$ cat src/hw/rtl/ttli_pkg.sv
// Shared constants, types and state codes of the time-table linear interpolator.
`default_nettype none
package ttli_pkg;
	localparam int NUM_SPECIES = 2;
	localparam int NUM_FACES   = 6;
	localparam int ROWS        = 256;
	localparam int MAX_VALUES  = 8;
	localparam int ROW_WORDS   = MAX_VALUES + 1;
	localparam int NUM_TABLES  = NUM_SPECIES * NUM_FACES;
	localparam int STORE_DEPTH = NUM_TABLES * ROWS * ROW_WORDS;
	localparam int TBL_W       = $clog2(NUM_TABLES);
	localparam int ROW_W       = $clog2(ROWS);
	localparam int CNT_W       = $clog2(ROWS + 1);
	localparam int ADDR_W      = $clog2(STORE_DEPTH);
	localparam int RESULT_CAP  = 8;

	typedef enum logic [1:0] {
		MODE_WRITE = 2'd0,
		MODE_QUERY = 2'd1,
		MODE_CLEAR = 2'd2,
		MODE_NONE  = 2'd3
	} mode_t;

	typedef struct packed {
		logic              is_query;
		logic [TBL_W-1:0]  tbl;
		logic [ROW_W-1:0]  row;
		logic [3:0]        col;
		logic [31:0]       data;
		logic [CNT_W-1:0]  n;
		logic [3:0]        cnt;
	} q_item_t;

	typedef enum logic [3:0] {
		B_IDLE,
		B_SCAN_RD,
		B_SCAN_CMP,
		B_DIV,
		B_RD_A,
		B_RD_B,
		B_MUL,
		B_OUT,
		B_EMPTY
	} back_state_t;
endpackage
`default_nettype wire

$ cat src/hw/rtl/ttli_front.sv
// Front end: accepts beats, keeps the row counts and queues writes and queries.
`default_nettype none
module ttli_front (
	input  wire logic         clk,
	input  wire logic         arst_n,
	input  wire logic         accept,
	input  wire logic [1:0]   mode,
	input  wire logic         species,
	input  wire logic [2:0]   face,
	input  wire logic [7:0]   row,
	input  wire logic [3:0]   column,
	input  wire logic [31:0]  entry_value,
	input  wire logic [31:0]  query_time,
	input  wire logic [3:0]   value_count,
	output logic              push,
	output ttli_pkg::q_item_t push_item
);
	logic [ttli_pkg::CNT_W-1:0] row_count_q [ttli_pkg::NUM_TABLES];
	logic                       addr_ok;
	logic [ttli_pkg::TBL_W-1:0] tbl;
	logic [ttli_pkg::CNT_W-1:0] row_plus;
	logic                       wr_ok;
	logic [3:0]                 cnt;

	always_comb begin
		addr_ok  = ({3'd0, species} < 4'(ttli_pkg::NUM_SPECIES)) &&
			({1'b0, face} < 4'(ttli_pkg::NUM_FACES));
		tbl      = addr_ok ? ttli_pkg::TBL_W'({3'd0, species} * 4'(ttli_pkg::NUM_FACES)
			+ {1'b0, face}) : '0;
		row_plus = ttli_pkg::CNT_W'(row) + ttli_pkg::CNT_W'(1);
		wr_ok    = addr_ok && (column <= 4'(ttli_pkg::MAX_VALUES));
		if (value_count == 4'd0) begin
			cnt = 4'd1;
		end else if (value_count > 4'(ttli_pkg::MAX_VALUES)) begin
			cnt = 4'(ttli_pkg::MAX_VALUES);
		end else begin
			cnt = value_count;
		end
		if (cnt > 4'(ttli_pkg::RESULT_CAP)) begin
			cnt = 4'(ttli_pkg::RESULT_CAP);
		end
	end

	always_comb begin
		push = 1'b0;
		push_item.is_query = (mode == ttli_pkg::MODE_QUERY);
		push_item.tbl      = tbl;
		push_item.row      = row;
		push_item.col      = column;
		push_item.data     = (mode == ttli_pkg::MODE_QUERY) ? query_time : entry_value;
		push_item.n        = addr_ok ? row_count_q[tbl] : '0;
		push_item.cnt      = cnt;
		if (accept) begin
			case (mode)
				ttli_pkg::MODE_WRITE: begin
					push = wr_ok;
				end
				ttli_pkg::MODE_QUERY: begin
					push = 1'b1;
				end
				default: begin
					push = 1'b0;
				end
			endcase
		end
	end

	always_ff @(posedge clk or negedge arst_n) begin
		if (!arst_n) begin
			for (int i = 0; i < ttli_pkg::NUM_TABLES; i++) begin
				row_count_q[i] <= '0;
			end
		end else if (accept) begin
			if (mode == ttli_pkg::MODE_WRITE && wr_ok && row_count_q[tbl] < row_plus) begin
				row_count_q[tbl] <= row_plus;
			end else if (mode == ttli_pkg::MODE_CLEAR && addr_ok) begin
				row_count_q[tbl] <= '0;
			end
		end
	end
endmodule
`default_nettype wire

$ cat config.mk
export PLATFORM = sky130hd
export DESIGN_NAME = ttli_front
export DESIGN_NICKNAME = d
export VERILOG_FILES = /design/src/hw/rtl/ttli_pkg.sv /design/src/hw/rtl/ttli_front.sv
export SDC_FILE = /design/constraint.sdc
export NUM_CORES = 1
export LEC_CHECK = 0
export BUFFER_PORTS_ARGS = -buffer_cell sky130_fd_sc_hd__buf_2
export CORE_ASPECT_RATIO = 1.25
export CORE_UTILIZATION = 56
export CTS_BUF_LIST = sky130_fd_sc_hd__clkbuf_8 sky130_fd_sc_hd__clkbuf_16
export CTS_CLUSTER_SIZE = 8
export DETAILED_ROUTE_END_ITERATION = 10
export PLACE_DENSITY = 0.82
export SLEW_MARGIN = 20
export SYNTH_ARGS = -nofsm -noshare
export SYNTH_HDL_FRONTEND = slang
export SYNTH_SLANG_ARGS = --single-unit
$ cat constraint.sdc
create_clock -name clk -period 6.7 [get_ports clk]
set_input_delay 0.335 -clock clk [delete_from_list [all_inputs] [get_ports clk]]
set_output_delay 0.335 -clock clk [all_outputs]
set_load 0.02 [all_outputs]
==> qor.csv, run 1 <==
metric,value,unit
run status,"complete, no violations",
total standard cell area after synthesis,6730,sq um
Detail Placement HPWL,14800,um
clock period minus final worst setup slack,4.66,ns
instance count of the mapped netlist,677,
detailed-route via count,5952,
post-CTS setup repair buffer count,0,
Max H-tree Level,3,
CTS Root Buffer Type,sky130_fd_sc_hd__clkbuf_16,
net count of the mapped netlist,777,
number of placed cells counting well taps,935,
Max Clock Freq,214,MHz
average routed wire per standard cell,21.3,um
number of global-route vias before repair,5774,
Antenna Nets Post-Route,0,
Synth area leaders,"sky130_fd_sc_hd__dfrtp_1 (40%), sky130_fd_sc_hd__mux2i_1 (10%), sky130_fd_sc_hd__mux2_2 (6.7%), sky130_fd_sc_hd__nand2_1 (4.7%), sky130_fd_sc_hd__nand3_1 (3.9%)",
post-layout net count,886,
type of the worst setup path,primary input to register,
static leakage power,3.94,nW
overall global routing resource usage,0.335,
type of the most critical hold path,primary input to asynchronous set/reset pin,
worst rel slew slack,0.332,
Crit Path Max Fanout,24,
number of synthesis warnings,0,
ratio of routed vias to standard cells,6.25,
"Data required, critical path",6.92,ns
cell type with the largest total area after synthesis,sky130_fd_sc_hd__dfrtp_1,
reported max-cap violation count,0,
setup clock skew after layout,0.00907,ns
post-route cell area,7650,sq um
Layout Cells excl Fill,952,
transition time at the pin with the least slew margin,1.00,ns
clock sink count,108,
portion of synthesized cell area occupied by the leading cell type,0.402,
Die Y-Extent,125,um
Total Die Area,12500,sq um
Post-synth top flop,sky130_fd_sc_hd__dfrtp_1,
clock-pin slew on the worst setup and hold paths,0.07,ns
total of flip-flops plus latches after synthesis,108,
register-to-register setup slack,3.15,ns
arrival time at the worst endpoint,4.88,ns
RSZ-0062 raised after global routing,no,
largest net degree at the start of global routing,82,
global route total overflow,0,
sequential element share of the synthesized area,0.402,
number of enable-type register cells in the synthesized netlist,0,
starting density of the core,0.576,
Skew-Pair Late Insertion Delay,0.35,ns
Worst Setup End Kind,register,
Netlist cell types,56,
startpoint class of the critical path,primary input,
P&R area growth vs syn,13.8,%
clock buffers created by TritonCTS,9,
fraction of registers with async set/reset,1.00,
final setup vio count,0,
Routed WL,20200,um
proportion of layout cells with a drive suffix above 1,0.314,
Final Hold Vio Count,0,
Max rail drop VDD,0.153,mV
wire length of the first global-routing pass,31600,um
routability cong.,0.998,
number of fillers in the final layout,982,
total negative slack for setup checks,0,ns
"Most flops, register",row_count_q,
port buffer count,151,
average cell area after synthesis,9.93,sq um
power per cell area,213,nW/um^2
IO Pins,152,
site row count,44,
post-detailed-placement cell area,7360,sq um
CTS tree,done,
diode count,0,
Largest register FFs,108,
Die Wd,100,um
"Slew Viols, Final",0,
Core Box Area,11700,sq um
DRC marker count from the first detailed-route iteration,629,
drt pass-1 iters,7,
Reg area,2700,sq um
CTS Buffer Depth,2,
Final period util,0.696,
multi-input combinational cell area,3560,sq um
antenna violations before repair,3,
registers with the most flip-flops,row_count_q: 108 flops,
total chip power,1.63,mW
drt drc,0,
## worst paths after layout
check                                               end                        start  cells past startpoint
max                         row_count_q[50]$_DFFE_PN0P_                      face[1]                     18
min                         row_count_q[21]$_DFFE_PN0P_                       arst_n                      2
max reg2reg                 row_count_q[50]$_DFFE_PN0P_  row_count_q[39]$_DFFE_PN0P_                     13
min reg2reg                 row_count_q[62]$_DFFE_PN0P_  row_count_q[62]$_DFFE_PN0P_                      2
max in group asynchronous  row_count_q[100]$_DFFE_PN0P_                       arst_n                      3
min in group clk            row_count_q[99]$_DFFE_PN0P_                       row[0]                      2
## layer usage
layer,global-route usage,vias to the layer above,share of wire
met1,0.448,2902,0.40
met2,0.516,348,0.47
met4,0.153,6,0.037
li1,-,2643,-
met3,0.0763,53,0.085
met5,0,-,0.0018
## cells in the mapped netlist, drive strengths merged (11+ instances only)
| library cell | number |
|---|---|
| nand3 | 55 |
| mux2i | 70 |
| o21ai | 52 |
| nor2 | 25 |
| buf | 34 |
| nand2 | 84 |
| clkbuf | 34 |
| mux2 | 40 |
| and2 | 21 |
| nor2b | 11 |
| nand4 | 19 |
| dfrtp | 108 |
| a21oi | 18 |
## cell usage in the layout, fill, tap and decap left out, types with 4 or more instances in the layout
cell,Yosys,routed
sky130_fd_sc_hd__buf_2,5,150
sky130_fd_sc_hd__dfrtp_1,108,108
sky130_fd_sc_hd__nand2_1,84,84
sky130_fd_sc_hd__mux2i_1,70,70
sky130_fd_sc_hd__nand3_1,52,52
sky130_fd_sc_hd__o21ai_0,51,51
sky130_fd_sc_hd__mux2_2,40,40
sky130_fd_sc_hd__nor2_1,24,24
sky130_fd_sc_hd__a21oi_1,18,18
sky130_fd_sc_hd__buf_4,14,15
sky130_fd_sc_hd__and2_1,14,14
sky130_fd_sc_hd__inv_1,9,10
sky130_fd_sc_hd__nor2b_1,11,10
sky130_fd_sc_hd__ha_1,10,10
sky130_fd_sc_hd__nand4_1,9,9
sky130_fd_sc_hd__nand3b_1,9,9
sky130_fd_sc_hd__clkbuf_16,0,9
sky130_fd_sc_hd__a31oi_1,8,8
sky130_fd_sc_hd__and3_1,8,8
sky130_fd_sc_hd__mux4_2,7,7
sky130_fd_sc_hd__and2_0,6,6
sky130_fd_sc_hd__a22oi_1,6,6
sky130_fd_sc_hd__o221ai_1,5,5
sky130_fd_sc_hd__nand4_2,5,5
sky130_fd_sc_hd__nand4_4,5,5
sky130_fd_sc_hd__xor2_1,4,4
## worst max-delay path, cell delays in order
cell and delay (ns):
sky130_fd_sc_hd__buf_2 0.13, sky130_fd_sc_hd__ha_1 0.56, sky130_fd_sc_hd__buf_4 0.39, sky130_fd_sc_hd__nor2b_1 0.37, sky130_fd_sc_hd__and2_1 0.38, sky130_fd_sc_hd__a22oi_1 0.13, sky130_fd_sc_hd__o211ai_1 0.12, sky130_fd_sc_hd__nand2_1 0.10
sky130_fd_sc_hd__a221oi_1 0.46, sky130_fd_sc_hd__ha_1 0.34, sky130_fd_sc_hd__and4_1 0.17, sky130_fd_sc_hd__a21oi_1 0.14, sky130_fd_sc_hd__a21oi_1 0.09, sky130_fd_sc_hd__nor3_2 0.11, sky130_fd_sc_hd__buf_4 0.29, sky130_fd_sc_hd__nand4_2 0.38
sky130_fd_sc_hd__nand3_1 0.27, sky130_fd_sc_hd__o21ai_0 0.12
## metrics by stage
stage          worst slack (ns)  utilization  hold WS, ns
5_1_grt                    1.76        0.656        0.446
2_1_floorplan              2.83            -       0.0394
6_report                   2.04        0.656        0.431
4_1_cts                    2.14        0.656        0.427
3_5_place_dp               1.86        0.630        0.269
3_3_place_gp               1.95        0.630        0.265
## layout make-up
type	instances	share of cell area
Sequential cell	108	0.353
Tap cell	161	0.0263
Clock inverter	5	0.00458
Clock buffer	11	0.0330
Timing Repair Buffer	166	0.114
Inverter	9	0.00441
Multi-Input combinational cell	492	0.465
## logic make-up after synthesis
family          Yosys count  synth area share
mux                     117             0.195
flops                   108             0.402
fa+ha+maj                11            0.0216
xor+xnor                  6           0.00781
compound gates          117             0.107
simple gates            241             0.197
buf+inv                  77            0.0705
## report_power, final
group	switching, mW	total, mW	internal, mW
combinational	0.237	0.380	0.143
clock	0.239	0.512	0.273
sequential	0.0336	0.736	0.702
total	0.510	1.63	1.12
## repair_timing
| item | 4_1_cts | 5_1_grt |
|---|---|---|
| resized for setup | 0 | 0 |
| hold buffers | 1 | 0 |
| endpoints found under the hold margin | 27 | 0 |
Power figures use the tool's default switching activity.
==> run 2, diff against run 1 <==
- CORE_UTILIZATION: 56 -> 55
- PLACE_DENSITY: 0.82 -> 0.81
- clock period: 6.7 -> 4.71 ns (I/O delays scaled with it)
==> qor.csv, run 2 (synthesis results as in run 1) <==
metric,value,unit
run status,"complete, no violations",
proportion of layout cells with a drive suffix above 1,0.329,
power per cell area,305,nW/um^2
Max Clock Freq,248,MHz
capturing instance or port of the critical path,row_count_q[66]$_DFFE_PN0P_,
post-CTS setup repair buffer count,0,
startpoint class of the critical path,primary input,
total negative slack for setup checks,0,ns
Detail Placement HPWL,16100,um
type of the most critical hold path,primary input to asynchronous set/reset pin,
overall global routing resource usage,0.352,
static leakage power,4.02,nW
"most common cell after layout, fill and taps aside",sky130_fd_sc_hd__buf_2,
startpoint of the most critical register-to-register path,row_count_q[48]$_DFFE_PN0P_,
Max rail drop VDD,0.184,mV
port buffer count,151,
detailed-route via count,6131,
site row count,44,
type of the worst setup path,primary input to register,
share of the core filled with cells,0.659,
drt pass-1 iters,5,
reported max-cap violation count,0,
"Data required, critical path",4.93,ns
post-layout net count,901,
total chip power,2.37,mW
transition time at the pin with the least slew margin,0.932,ns
Total Die Area,12700,sq um
reported net switching power,782,uW
final setup vio count,0,
Max H-tree Level,3,
Layout Cells excl Fill,967,
routability cong.,0.982,
clock sink count,108,
number of global-route vias before repair,5934,
internal power contribution,1.59,mW
part of the total power dissipated in the clock network,0.319,
clock buffers created by TritonCTS,9,
RSZ-0062 raised after global routing,no,
setup clock skew after layout,0.0159,ns
beginning of the critical path,face[1],
starting density of the core,0.571,
Core Box Area,11800,sq um
"Most flops, register",row_count_q,
Final Hold Vio Count,0,
sw frac,0.330,
Worst Setup End Kind,register,
Skew-Pair Late Insertion Delay,0.36,ns
average routed wire per standard cell,22.5,um
final-layout worst hold slack,0.0225,ns
pre-CTS worst setup slack,0.406,ns
diode count,0,
antenna violations before repair,1,
ratio of routed vias to standard cells,6.34,
CTS tree,done,
Antenna Nets Post-Route,0,
wire length of the first global-routing pass,33000,um
clock period minus final worst setup slack,4.03,ns
IO Pins,152,
arrival time at the worst endpoint,4.25,ns
Worst Reg-to-Reg Cells,13,
CTS Buffer Depth,2,
P&R area growth vs syn,15.5,%
drt drc,0,
worst rel slew slack,0.376,
post-detailed-placement cell area,7480,sq um
Routed WL,21800,um
Die Y-Extent,126,um
largest net degree at the start of global routing,74,
number of placed cells counting well taps,951,
DRC marker count from the first detailed-route iteration,711,
post-CTS sizing,0,
Comb power frac,0.241,
end of the worst register-to-register path,row_count_q[66]$_DFFE_PN0P_,
Crit Path Max Fanout,18,
"Slew Viols, Final",0,
post-route cell area,7770,sq um
Die Wd,101,um
clock-pin slew on the worst setup and hold paths,0.07,ns
register-to-register setup slack,1.11,ns
global route total overflow,0,
final worst setup slack,0.680,ns
Hold Buf Count CTS,0,
registers with the most flip-flops,row_count_q: 108 flops,
sequential cell fraction of total power,0.441,
CTS Root Buffer Type,sky130_fd_sc_hd__clkbuf_16,
"commonest cells after routing, fill and taps aside","sky130_fd_sc_hd__buf_2 (150), sky130_fd_sc_hd__dfrtp_1 (108), sky130_fd_sc_hd__nand2_1 (84), sky130_fd_sc_hd__mux2i_1 (70), sky130_fd_sc_hd__nand3_1 (52)",
Final period util,0.856,
Largest register FFs,108,
## run 2: cell count changes in the layout (fill, tap and decap cells not counted)
cell | previous run | this run
sky130_fd_sc_hd__clkbuf_8 | 2 | 0
sky130_fd_sc_hd__clkinv_2 | 0 | 1
sky130_fd_sc_hd__inv_6 | 1 | 4
sky130_fd_sc_hd__buf_4 | 15 | 31
sky130_fd_sc_hd__clkinv_4 | 0 | 1
sky130_fd_sc_hd__clkinv_8 | 0 | 1
sky130_fd_sc_hd__inv_1 | 10 | 9
sky130_fd_sc_hd__dlygate4sd3_1 | 1 | 0
sky130_fd_sc_hd__clkinvlp_4 | 3 | 0
## run 2: power by group through the flow
stage	combinational (mW)	sequential, mW	clock (mW)
after floorplan	0.346	1.04	0
after global placement	0.539	1.06	0
after detailed placement	0.558	1.06	0
after CTS	0.561	1.04	0.751
after global routing	0.609	1.05	0.785
final	0.571	1.04	0.755
## run 2: metal layers
metal | up-vias | track usage | share of wire
li1 | 2665 | - | -
met1 | 3022 | 0.472 | 0.39
met2 | 387 | 0.543 | 0.47
met3 | 55 | 0.0805 | 0.099
met4 | 2 | 0.159 | 0.036
met5 | - | 0 | 0.00055
## run 2: final cells by class
class | count | area, sq um
clock buffers | 9 | 225
clock inverters | 7 | 65.1
fillers | 987 | 4010
inverters | 9 | 33.8
multi-input cells | 492 | 3560
flip-flops and latches | 108 | 2700
well taps | 161 | 201
repair buffers | 181 | 983
## run 2: worst min-delay path by stage
stage                      start                          end  slack, ns  cells past startpoint
final                     arst_n  row_count_q[31]$_DFFE_PN0P_       0.02                      1
after global routing      arst_n  row_count_q[30]$_DFFE_PN0P_       0.11                      1
after floorplan           arst_n   row_count_q[0]$_DFFE_PN0P_      -0.06                      0
after CTS                 arst_n  row_count_q[31]$_DFFE_PN0P_       0.05                      1
after global placement    arst_n  row_count_q[30]$_DFFE_PN0P_       0.41                      1
after detailed placement  arst_n  row_count_q[31]$_DFFE_PN0P_       0.43                      1
## run 2: critical path: stages
cell and delay (ns):
sky130_fd_sc_hd__buf_2 0.12, sky130_fd_sc_hd__ha_1 0.61, sky130_fd_sc_hd__buf_4 0.27, sky130_fd_sc_hd__nand2_1 0.24, sky130_fd_sc_hd__o221ai_1 0.24, sky130_fd_sc_hd__o21ai_0 0.15, sky130_fd_sc_hd__a221o_1 0.39, sky130_fd_sc_hd__ha_1 0.36
sky130_fd_sc_hd__and4_1 0.20, sky130_fd_sc_hd__a21oi_1 0.14, sky130_fd_sc_hd__a21oi_1 0.09, sky130_fd_sc_hd__nor3_2 0.13, sky130_fd_sc_hd__buf_4 0.29, sky130_fd_sc_hd__nand4_2 0.41, sky130_fd_sc_hd__nand3_1 0.23, sky130_fd_sc_hd__o21ai_0 0.12
