## src/hw/rtl/ttli_pkg.sv

```systemverilog
// Shared constants, types and state codes of the time-table linear interpolator.
`default_nettype none
package ttli_pkg;
	localparam int NUM_SPECIES = 2;
	localparam int NUM_FACES   = 6;
	localparam int ROWS        = 256;
	localparam int MAX_VALUES  = 8;
	localparam int ROW_WORDS   = MAX_VALUES + 1;
	localparam int NUM_TABLES  = NUM_SPECIES * NUM_FACES;
	localparam int STORE_DEPTH = NUM_TABLES * ROWS * ROW_WORDS;
	localparam int TBL_W       = $clog2(NUM_TABLES);
	localparam int ROW_W       = $clog2(ROWS);
	localparam int CNT_W       = $clog2(ROWS + 1);
	localparam int ADDR_W      = $clog2(STORE_DEPTH);
	localparam int RESULT_CAP  = 8;

	typedef enum logic [1:0] {
		MODE_WRITE = 2'd0,
		MODE_QUERY = 2'd1,
		MODE_CLEAR = 2'd2,
		MODE_NONE  = 2'd3
	} mode_t;

	typedef struct packed {
		logic              is_query;
		logic [TBL_W-1:0]  tbl;
		logic [ROW_W-1:0]  row;
		logic [3:0]        col;
		logic [31:0]       data;
		logic [CNT_W-1:0]  n;
		logic [3:0]        cnt;
	} q_item_t;

	typedef enum logic [3:0] {
		B_IDLE,
		B_SCAN_RD,
		B_SCAN_CMP,
		B_DIV,
		B_RD_A,
		B_RD_B,
		B_MUL,
		B_OUT,
		B_EMPTY
	} back_state_t;
endpackage
`default_nettype wire

```

## src/hw/rtl/ttli_queue.sv

```systemverilog
// Two-entry queue that carries classified beats from the front to the back.
`default_nettype none
module ttli_queue (
	input  wire logic              clk,
	input  wire logic              arst_n,
	input  wire logic              push,
	input  wire ttli_pkg::q_item_t push_item,
	input  wire logic              pop,
	output ttli_pkg::q_item_t      head,
	output logic                   full,
	output logic                   empty
);
	ttli_pkg::q_item_t slot_q [2];
	logic       wr_q, rd_q;
	logic [1:0] count_q;

	always_ff @(posedge clk) begin
		if (push) begin
			slot_q[wr_q] <= push_item;
		end
	end

	always_ff @(posedge clk or negedge arst_n) begin
		if (!arst_n) begin
			wr_q    <= 1'b0;
			rd_q    <= 1'b0;
			count_q <= 2'd0;
		end else begin
			if (push) begin
				wr_q <= ~wr_q;
			end
			if (pop) begin
				rd_q <= ~rd_q;
			end
			count_q <= count_q + {1'b0, push} - {1'b0, pop};
		end
	end

	assign head  = slot_q[rd_q];
	assign full  = (count_q == 2'd2);
	assign empty = (count_q == 2'd0);
endmodule
`default_nettype wire

```

## config.mk

```make
export PLATFORM = sky130hd
export DESIGN_NAME = ttli_queue
export DESIGN_NICKNAME = d
export VERILOG_FILES = /design/src/hw/rtl/ttli_pkg.sv /design/src/hw/rtl/ttli_queue.sv
export SDC_FILE = /design/constraint.sdc
export NUM_CORES = 1
export LEC_CHECK = 0
export ABC_AREA = 1
export BUFFER_PORTS_ARGS = -buffer_cell sky130_fd_sc_hd__buf_4
export CAP_MARGIN = 15
export CORE_ASPECT_RATIO = 0.7
export CORE_MARGIN = 5
export CORE_UTILIZATION = 52
export CTS_CLUSTER_DIAMETER = 30
export CTS_CLUSTER_SIZE = 8
export DETAILED_ROUTE_END_ITERATION = 7
export GPL_TIMING_DRIVEN = 0
export PLACE_DENSITY = 0.79
export SYNTH_ARGS = -nofsm -noshare
export SYNTH_HDL_FRONTEND = slang
export SYNTH_SLANG_ARGS = --single-unit
```

## constraint.sdc

```tcl
create_clock -name clk -period 4.35 [get_ports clk]
set_input_delay 0 -clock clk [delete_from_list [all_inputs] [get_ports clk]]
set_output_delay 0 -clock clk [all_outputs]
set_load 0.005 [all_outputs]
```

==> results of run 1 <==
[per-stage QoR]
step | setup WS (ns) | hold slack (ns) | utilization
detailed placement | 2.495 | -0.1991 | 0.6636
floorplan | 0.8621 | -0.2956 | -
global route | 2.416 | 0.3089 | 0.7957
global placement | -0.4820 | -0.2027 | 0.6583
finish | 2.509 | 0.3238 | 0.7957
CTS | 2.492 | 0.3077 | 0.7957
[final cells by class]
cell class,instances,share of cell area
timing repair buffer,197,0.2312
buffer,14,0.01647
inverter,69,0.03588
tap,124,0.02149
clock buffer,22,0.06154
sequential,128,0.5297
multi-input combinational,138,0.09066
clock inverter,10,0.01300
[critical path, stage by stage (launching register included)]
cell and delay, ns:
dfrtp_1 0.43, nor2_4 0.77, buf_12 0.30
[where the power goes]
group          total, W  internal, W  switching, W
clock           0.00129     0.000829      0.000462
sequential      0.00171      0.00164     0.0000652
combinational   0.00142     0.000675      0.000742
[Yosys cell counts]
cell type	number
clkbuf_1	1
buf_4	1
xor2_1	2
edfxtp_1	124
buf_8	1
dfrtp_1	4
buf_2	5
o21ai_0	41
nand3_1	1
inv_1	69
o21ai_1	15
nand2_1	68
o21ai_2	6
nor2_1	3
ha_1	2
buf_6	6
[registers in the layout, indices dropped and copies added (netlist names)]
signal	cells
count_q	2
slot_q	124
rd_q	1
wr_q	1
[how the worst min path moves through the flow]
| stage | from | depth (start not counted) | endpoint |
|---|---|---|---|
| after CTS | push_item[10] | 2 | slot_q[0][10] |
| after global placement | arst_n | 1 | count_q[1] |
| after floorplan | arst_n | 0 | count_q[0] |
| after global routing | push_item[3] | 2 | slot_q[1][3] |
| final | push_item[24] | 2 | slot_q[1][24] |
| after detailed placement | arst_n | 1 | count_q[1] |
[layer usage]
| metal | vias to the layer above | share of wire | track usage | routed length, um |
|---|---|---|---|---|
| met4 | 0 | 0.0088 | 0.06679 | 99 |
| met5 | - | 0 | 0 | 0 |
| met2 | 130 | 0.51 | 0.3555 | 5781 |
| met1 | 1585 | 0.40 | 0.2344 | 4574 |
| met3 | 10 | 0.074 | 0.08097 | 840 |
| li1 | 1608 | - | - | - |
[cells in the final DEF, fill, tap and decap left out]
cell	n
nor2_1	2
dfrtp_1	4
clkbuf_1	6
o21ai_0	41
buf_6	6
buf_12	2
inv_1	68
buf_8	1
buf_4	130
edfxtp_1	124
nor2_4	1
inv_2	1
buf_2	5
clkinv_1	5
bufinv_16	2
ha_1	2
nand3_1	1
clkinv_2	3
dlygate4sd3_1	66
o21ai_2	6
xor2_1	2
clkbuf_16	17
nand2_1	68
o21ai_1	15
[cell families after synthesis]
group | count (synthesis)
XOR/XNOR | 2
flip-flops | 128
adder cells (fa/ha/maj) | 2
AO/OA/AOI/OAI | 62
AND/OR/NAND/NOR | 72
buffers and inverters | 83
==> reports/results.ini, run 1 <==
[placed_design]
dp_cells=604
gp_congestion=0.7374
placed_cell_area_mm2=0.006020
port_buffers=129
dpl.hpwl_um=6742

[hold_path]
hold_path.class=in -> reg

[timing]
finalSetupViolations=0
slew_headroom=0.3504
hold_viol=0
skew_ns=0.006605
tightest_slew_ns=0.9721
max_freq_ghz=0.5431
tns_ns=0
finalCritPeriodShare=0.4233
min_period_ns=1.841
rsz0062_at_grt=false
finalMaxSlewViolations=0

[drt]
drtIter0Drc=250
ant_nets=0
dr.pass1.iters=5
wire_per_inst_um=16.09
via_per_inst=4.748
drc=0
wirelength_um=11300
routed-via-count=3333

[synth]
synth_adder_area_share=0.005161
synth.area.top_cells=edfxtp_1 (77%), inv_1 (5.3%), nand2_1 (5.3%)
syn_area_mm2=0.004848
synth_warnings=0
synth.avg_cell_area_um2=13.89
synth_cell_types=16
synth_seq_cells=128
syn-instance-count=349
synth_mux_area_frac=0
synth-simple-area-share=0.05600
synth_compound_area_frac=0.06865
yosysSeqAreaShare=0.7886
synth_top_area_share=0.7680
synth-xor-area-share=0.003613
synth_fp_nets=417
yosysTopAreaCell=edfxtp_1
synth_top_family_by_area=buffers and inverters

[final_layout]
multi_input_area_um2=654.4
drive_gt1_frac=0.3010
fin_cells=702
final_area_mm2=0.007218
antennaDiodeCount=0
nNetsFinal=633
fillCellCount=517
ff_latch_area_mm2=0.003824
syn_to_final_growth_pct=48.88

[critical_path]
crit_path_start=wr_q
worstPathRequired_ns=4.44
r2r_start=wr_q
cp_data_arrival_time_ns=1.93
reg2regPathDepth=2
critical_path_peak_fanout=32
r2r_end=slot_q[0][39]
crit_type=reg -> reg
startpoint_type=flip-flop
r2r_setup_slack_ns=2.51
crit_path_end=slot_q[0][39]
endpoint_kind=flip-flop

[pwr]
ir_drop_v=0.0004648
cellLeakagePower_nw=3.103
power_density_mw_per_mm2=611.4
finalPower_w=0.004414

[cts]
ctsHoldBuffers=66
clk_latency_ns=0.40
clock_path_buffers=2
postCtsSetupBuffers=0
cts_tree=done
cts_buffers=17
cts_resized=0
htree_levels=4
clk_pin_slew_ns=0.05
cts_sinks=128
cts-root-buf=clkbuf_16

[outcome]
outcome=finished clean

[floorplan]
start_util=0.5345
die_x_um=125.4
row_count=29
ios=130
die_area_mm2=0.01139
die_h_um=90.79
core_mm2=0.009071

[grt]
grt_use_total=0.2053
grt_max_degree=33
overflow=0
antenna_found_initial=0
first_global_vias=3508
grt_pass1_wl_um=17670

[flow_run]
cap_violations=0

(Power assumes the default switching activity.)
==> run 2: changes to the inputs <==
CORE_UTILIZATION = 47   (was 52)
PLACE_DENSITY = 0.75   (was 0.79)
clock period = 1.5 ns   (was 4.35 ns; I/O delays follow)
==> reports/results.ini, run 2 (synthesized netlist as in run 1, its figures left out) <==
[floorplan]
row_count=31  ; +6.9%
ios=130  ; unchanged
start_util=0.4753  ; -0.05920
die_x_um=131.4  ; +4.8%
core_mm2=0.01020  ; +12%
die_h_um=94.98  ; +4.6%
die_area_mm2=0.01248  ; +9.6%

[critical_path]
cp.depth=6  ; +4
path_delay_family=buffers and inverters
crit_top_cell=buf_6
crit_type=reg -> out
worstPathRequired_ns=1.50  ; -2.94 ns
critical_path_peak_fanout=10  ; -69%
endpoint_kind=output pin
startpoint_type=flip-flop
slowest_stage=dfrtp_1
crit_chain=buf_6 > buf_12 > buf_6 > nand2_1 > o21ai_0 > buf_4
crit_buf_inv=4  ; +3
max_stage_delay_ns=0.37  ; -0.40 ns
r2r_start=wr_q
cp_data_arrival_time_ns=1.49  ; -0.44 ns
reg2regPathDepth=3  ; +1
crit_path_start=rd_q

[drt]
ant_nets=0  ; unchanged
dr.pass1.iters=5  ; unchanged
drc=0  ; unchanged
routed-via-count=3362  ; +0.87%
wirelength_um=11670  ; +3.3%
drtIter0Drc=165  ; -34%
wire_per_inst_um=16.30  ; +1.3%
via_per_inst=4.696  ; -1.1%

[outcome]
outcome=finished clean

[final_layout]
final_core_util=0.7347  ; -0.06102
nNetsFinal=639  ; +0.95%
antennaDiodeCount=0  ; unchanged
largestRegisters=slot_q x124, count_q x2
final_common_cell=buf_4
largest_reg_flops=124  ; unchanged
final_cell_mix=buf_4 (129), edfxtp_1 (124), inv_1 (68)
syn_to_final_growth_pct=54.58
top_register=slot_q
drive_gt1_frac=0.3510  ; +0.04999
final_area_mm2=0.007495  ; +3.8%

[timing]
finalMaxSlewViolations=0  ; unchanged
skew_ns=0.008465  ; +0.001860 ns
rsz0062_at_grt=true
setup_ws_ns=0.006852  ; -2.502 ns
hold_viol=0  ; unchanged
tightest_slew_ns=0.4701  ; -0.5020 ns
tns_ns=0  ; unchanged
finalSetupViolations=0  ; unchanged
max_freq_ghz=0.6697
min_period_ns=1.493
slew_headroom=0.6859  ; +0.3355
finalCritPeriodShare=0.9954

[placed_design]
dpl.hpwl_um=6929  ; +2.8%
gp_congestion=0.7899  ; +7.1%
placed_cell_area_mm2=0.006036  ; +0.27%
dp_slack_ns=-0.3487  ; -2.843 ns
port_buffers=129  ; unchanged

[pwr]
power_density_mw_per_mm2=1845  ; +200%
ir_drop_v=0.001145  ; +150%
cellLeakagePower_nw=3.201  ; +3.2%

[grt]
antenna_found_initial=0  ; unchanged
first_global_vias=3684  ; +5.0%
grt_use_total=0.1923  ; -0.01299
grt_max_degree=33  ; unchanged
grt_pass1_wl_um=18280  ; +3.4%
overflow=0  ; unchanged

[cts]
clk_latency_ns=0.40  ; about the same
clock_path_buffers=2  ; unchanged
htree_levels=4  ; unchanged
cts_buffers=17  ; unchanged
clk_pin_slew_ns=0.06  ; about the same
cts_sinks=128  ; unchanged
cts_tree=done
cts-root-buf=clkbuf_16

[hold_path]
whs_path_depth=2  ; unchanged
holdCritStartpoint=push_item[18]
hold_path.class=in -> reg

[flow_run]
cap_violations=0  ; unchanged

run 2: final cells by class:
cell class                      count  area [um2]
Inverter                           69       262.8
Tap cell                          132       165.2
Sequential cell                   128        3824
Timing Repair inverter              1       7.507
Multi-Input combinational cell    139       737.0
Timing Repair Buffer              201        1757
Clock inverter                      9       132.6
Buffer                             14       131.4
Clock buffer                       23       478.0
Fill cell                         647        2706
run 2: metrics by stage:
step,std cells,hold WS (ns),power [W]
finish,716,0.3211,0.01382
global route,716,0.3116,0.01453
CTS,715,0.3059,0.01361
detailed placement,612,-0.1970,0.008997
global placement,610,-0.2009,0.008842
floorplan,349,-0.2956,0.006808
run 2: path summary, 6_finish.rpt:
path                                  to  slack, ns
max reg2reg                slot_q[1][61]       0.08
min                        slot_q[1][18]       0.32
min in group asynchronous     count_q[1]       0.52
min reg2reg                   count_q[1]       0.66
max in group asynchronous           rd_q       0.80
max                             head[23]      0.007
run 2: layer usage:
| layer | GRT usage | vias to the layer above | wire (um) |
|---|---|---|---|
| li1 | - | 1623 | - |
| met5 | 0 | - | 0 |
| met1 | 0.2200 | 1622 | 4797 |
| met2 | 0.3412 | 107 | 6020 |
| met4 | 0.06421 | 0 | 111 |
| met3 | 0.06816 | 10 | 739 |
run 2: worst register-to-register path, stage by stage (launching register included):
cell	delay (ns)
dfrtp_1	0.54
nand2_2	0.18
clkinvlp_4	0.14
buf_4	0.24
run 2: what timing repair did:
item,4_1_cts,5_1_grt
setup buffers,2,1
cloned,3,0
endpoints found under the setup margin,167,76
endpoints found under the hold margin,131,0
hold buffers,66,0
gates resized for setup,24,40
pin swaps,1,0
run 2: power breakdown:
group          internal [W]  leakage (nW)  switching [W]  total [W]
Sequential          0.00475          1.21       0.000221    0.00497
Clock               0.00275         0.293        0.00143    0.00418
Combinational       0.00230          1.70        0.00237    0.00467
==> run 3: changes to the inputs <==
CELL_PAD_IN_SITES_DETAIL_PLACEMENT = 1   (was default)
CELL_PAD_IN_SITES_GLOBAL_PLACEMENT = 1   (was default)
CORE_ASPECT_RATIO = 0.8   (was 0.7)
CORE_UTILIZATION = 38   (was 47)
PLACE_DENSITY = default   (was 0.75)
PLACE_DENSITY_LB_ADDON = 0.1   (was default)
==> reports/results.ini, run 3 (synthesized netlist as in run 1, its figures left out) <==
[outcome]
violations=negative setup slack
outcome=finished, violations left

[grt]
first_global_vias=3846  ; +4.4%
grt_use_total=0.1675  ; -0.02482
overflow=0  ; unchanged
antenna_found_initial=0  ; unchanged
grt_pass1_wl_um=19060  ; +4.3%
grt_max_degree=37  ; +12%

[hold_path]
hold_path.class=in -> reg

[critical_path]
max_stage_delay_ns=0.38  ; about the same
crit_path_end=head[10]
critical_path_peak_fanout=10  ; unchanged
cp.depth=6  ; unchanged
crit_top_cell=buf_6
path_delay_family=buffers and inverters
worstPathRequired_ns=1.50  ; about the same
slowest_stage=dfrtp_1
r2r_setup_slack_ns=0.08  ; about the same
crit_path_start=rd_q
r2r_end=slot_q[0][51]
r2r_start=wr_q
startpoint_type=flip-flop
cp_data_arrival_time_ns=1.51  ; +0.02 ns
endpoint_kind=output pin
reg2regPathDepth=2  ; -1
crit_buf_inv=4  ; unchanged
crit_chain=buf_6 > buf_12 > buf_6 > nand2_1 > o21ai_0 > buf_4
crit_type=reg -> out

[drt]
drc=0  ; unchanged
via_per_inst=4.430  ; -5.7%
wire_per_inst_um=16.19  ; -0.67%
drtIter0Drc=139  ; -16%
ant_nets=0  ; unchanged
wirelength_um=12170  ; +4.3%
routed-via-count=3331  ; -0.92%
dr.pass1.iters=4  ; -1

[final_layout]
largestRegisters=slot_q x124, count_q x2
antennaDiodeCount=0  ; unchanged
drive_gt1_frac=0.3528  ; +0.001813
syn_to_final_growth_pct=54.53  ; about the same
largest_reg_flops=124  ; unchanged
final_common_cell=buf_4
final_cell_mix=buf_4 (133), edfxtp_1 (124), inv_1 (68)
nNetsFinal=638  ; -0.16%
fillCellCount=1249  ; +93%
final_area_mm2=0.007492  ; about the same
top_register=slot_q

[placed_design]
placed_cell_area_mm2=0.006105  ; +1.1%
dp_slack_ns=-0.3006  ; +0.04814 ns
dpl.hpwl_um=7553  ; +9.0%
port_buffers=129  ; unchanged
gp_congestion=0.7033  ; -11%

[cts]
cts_tree=done
clk_latency_ns=0.40  ; about the same
htree_levels=4  ; unchanged
clk_pin_slew_ns=0.05  ; about the same
clock_path_buffers=2  ; unchanged
cts_sinks=128  ; unchanged
cts-root-buf=clkbuf_16
cts_buffers=17  ; unchanged

[pwr]
ir_drop_v=0.001277  ; +11%
power_density_mw_per_mm2=1824  ; -1.1%
finalPower_w=0.01367  ; -1.1%
cellLeakagePower_nw=3.179  ; -0.70%

[timing]
tightest_slew_ns=0.4669  ; -0.003150 ns
finalCritPeriodShare=1.010  ; +0.01437
whs_ns=0.3186  ; -0.002537 ns
max_freq_ghz=0.6602  ; -1.4%
finalSetupViolations=5  ; +5
setup_ws_ns=-0.01470  ; -0.02155 ns
finalMaxSlewViolations=0  ; unchanged
skew_ns=0.006409  ; -0.002056 ns
tns_ns=-0.02877  ; -0.02877 ns
min_period_ns=1.515  ; +0.02155 ns
hold_viol=0  ; unchanged
rsz0062_at_grt=true
slew_headroom=0.6880  ; +0.002105

[flow_run]
cap_violations=0  ; unchanged

[floorplan]
row_count=36  ; +16%
core_mm2=0.01234  ; +21%
die_h_um=111.0  ; +17%
die_x_um=136.3  ; +3.7%
ios=130  ; unchanged
die_area_mm2=0.01513  ; +21%
start_util=0.3928  ; -0.08244

[run 3: cell count changes in the layout (fill, tap and decap cells not counted), sizes merged]
cell      delta
bufinv       +1
bufbuf       -1
clkbuf       -3
clkinvlp     -2
clkinv       +2
buf          +1
nor2         -1
[run 3: timing repair]
action | in CTS | in global routing
hold buffers | 66 | 0
endpoints found under the setup margin | 118 | 62
cloned | 1 | 1
buffers inserted | 2 | 0
gates resized for setup | 45 | 24
hold endpoints to repair | 131 | 0
[run 3: worst min path at each step]
| stage | slack (ns) | startpoint | cells after the start | endpoint |
|---|---|---|---|---|
| 2_1_floorplan | -0.30 | arst_n | 0 | count_q[0] |
| 3_3_place_gp | -0.20 | arst_n | 1 | count_q[0] |
| 3_5_place_dp | -0.20 | arst_n | 1 | count_q[0] |
| 4_1_cts | 0.30 | push_item[25] | 2 | slot_q[0][25] |
| 5_1_grt | 0.31 | push_item[25] | 2 | slot_q[0][25] |
| 6_report | 0.32 | push_item[6] | 2 | slot_q[0][6] |
[run 3: layout make-up]
cell class              instances  area [um2]  area share
clock inverters                10       143.9     0.01921
well taps                     171       214.0     0.02856
multi-input cells             138       733.2     0.09786
repair inverters                1       7.507    0.001002
plain buffers                  14       141.4     0.01887
flip-flops and latches        128        3824      0.5104
repair buffers                201        1729      0.2308
inverters                      69       262.8     0.03507
clock buffers                  20       436.7     0.05828
[run 3: power by group]
| part | switching [W] | leakage (nW) | total [W] | internal, W |
|---|---|---|---|---|
| Sequential | 0.000199 | 1.21 | 0.00495 | 0.00475 |
| Clock | 0.00136 | 0.281 | 0.00408 | 0.00273 |
| Combinational | 0.00238 | 1.69 | 0.00463 | 0.00225 |
| Total | 0.00394 | 3.18 | 0.0137 | 0.00973 |
[run 3: stage by stage]
step                cells    util
floorplan             349       -
CTS                   751  0.6011
global placement      649  0.4898
global route          752  0.6071
detailed placement    652  0.4946
finish                752  0.6071
[run 3: per-layer routing]
layer	global-route usage	wire (um)	up-vias
met3	0.05762	790	16
li1	-	-	1618
met2	0.3019	6418	94
met4	0.06111	183	0
met5	0	0	-
met1	0.1798	4781	1603
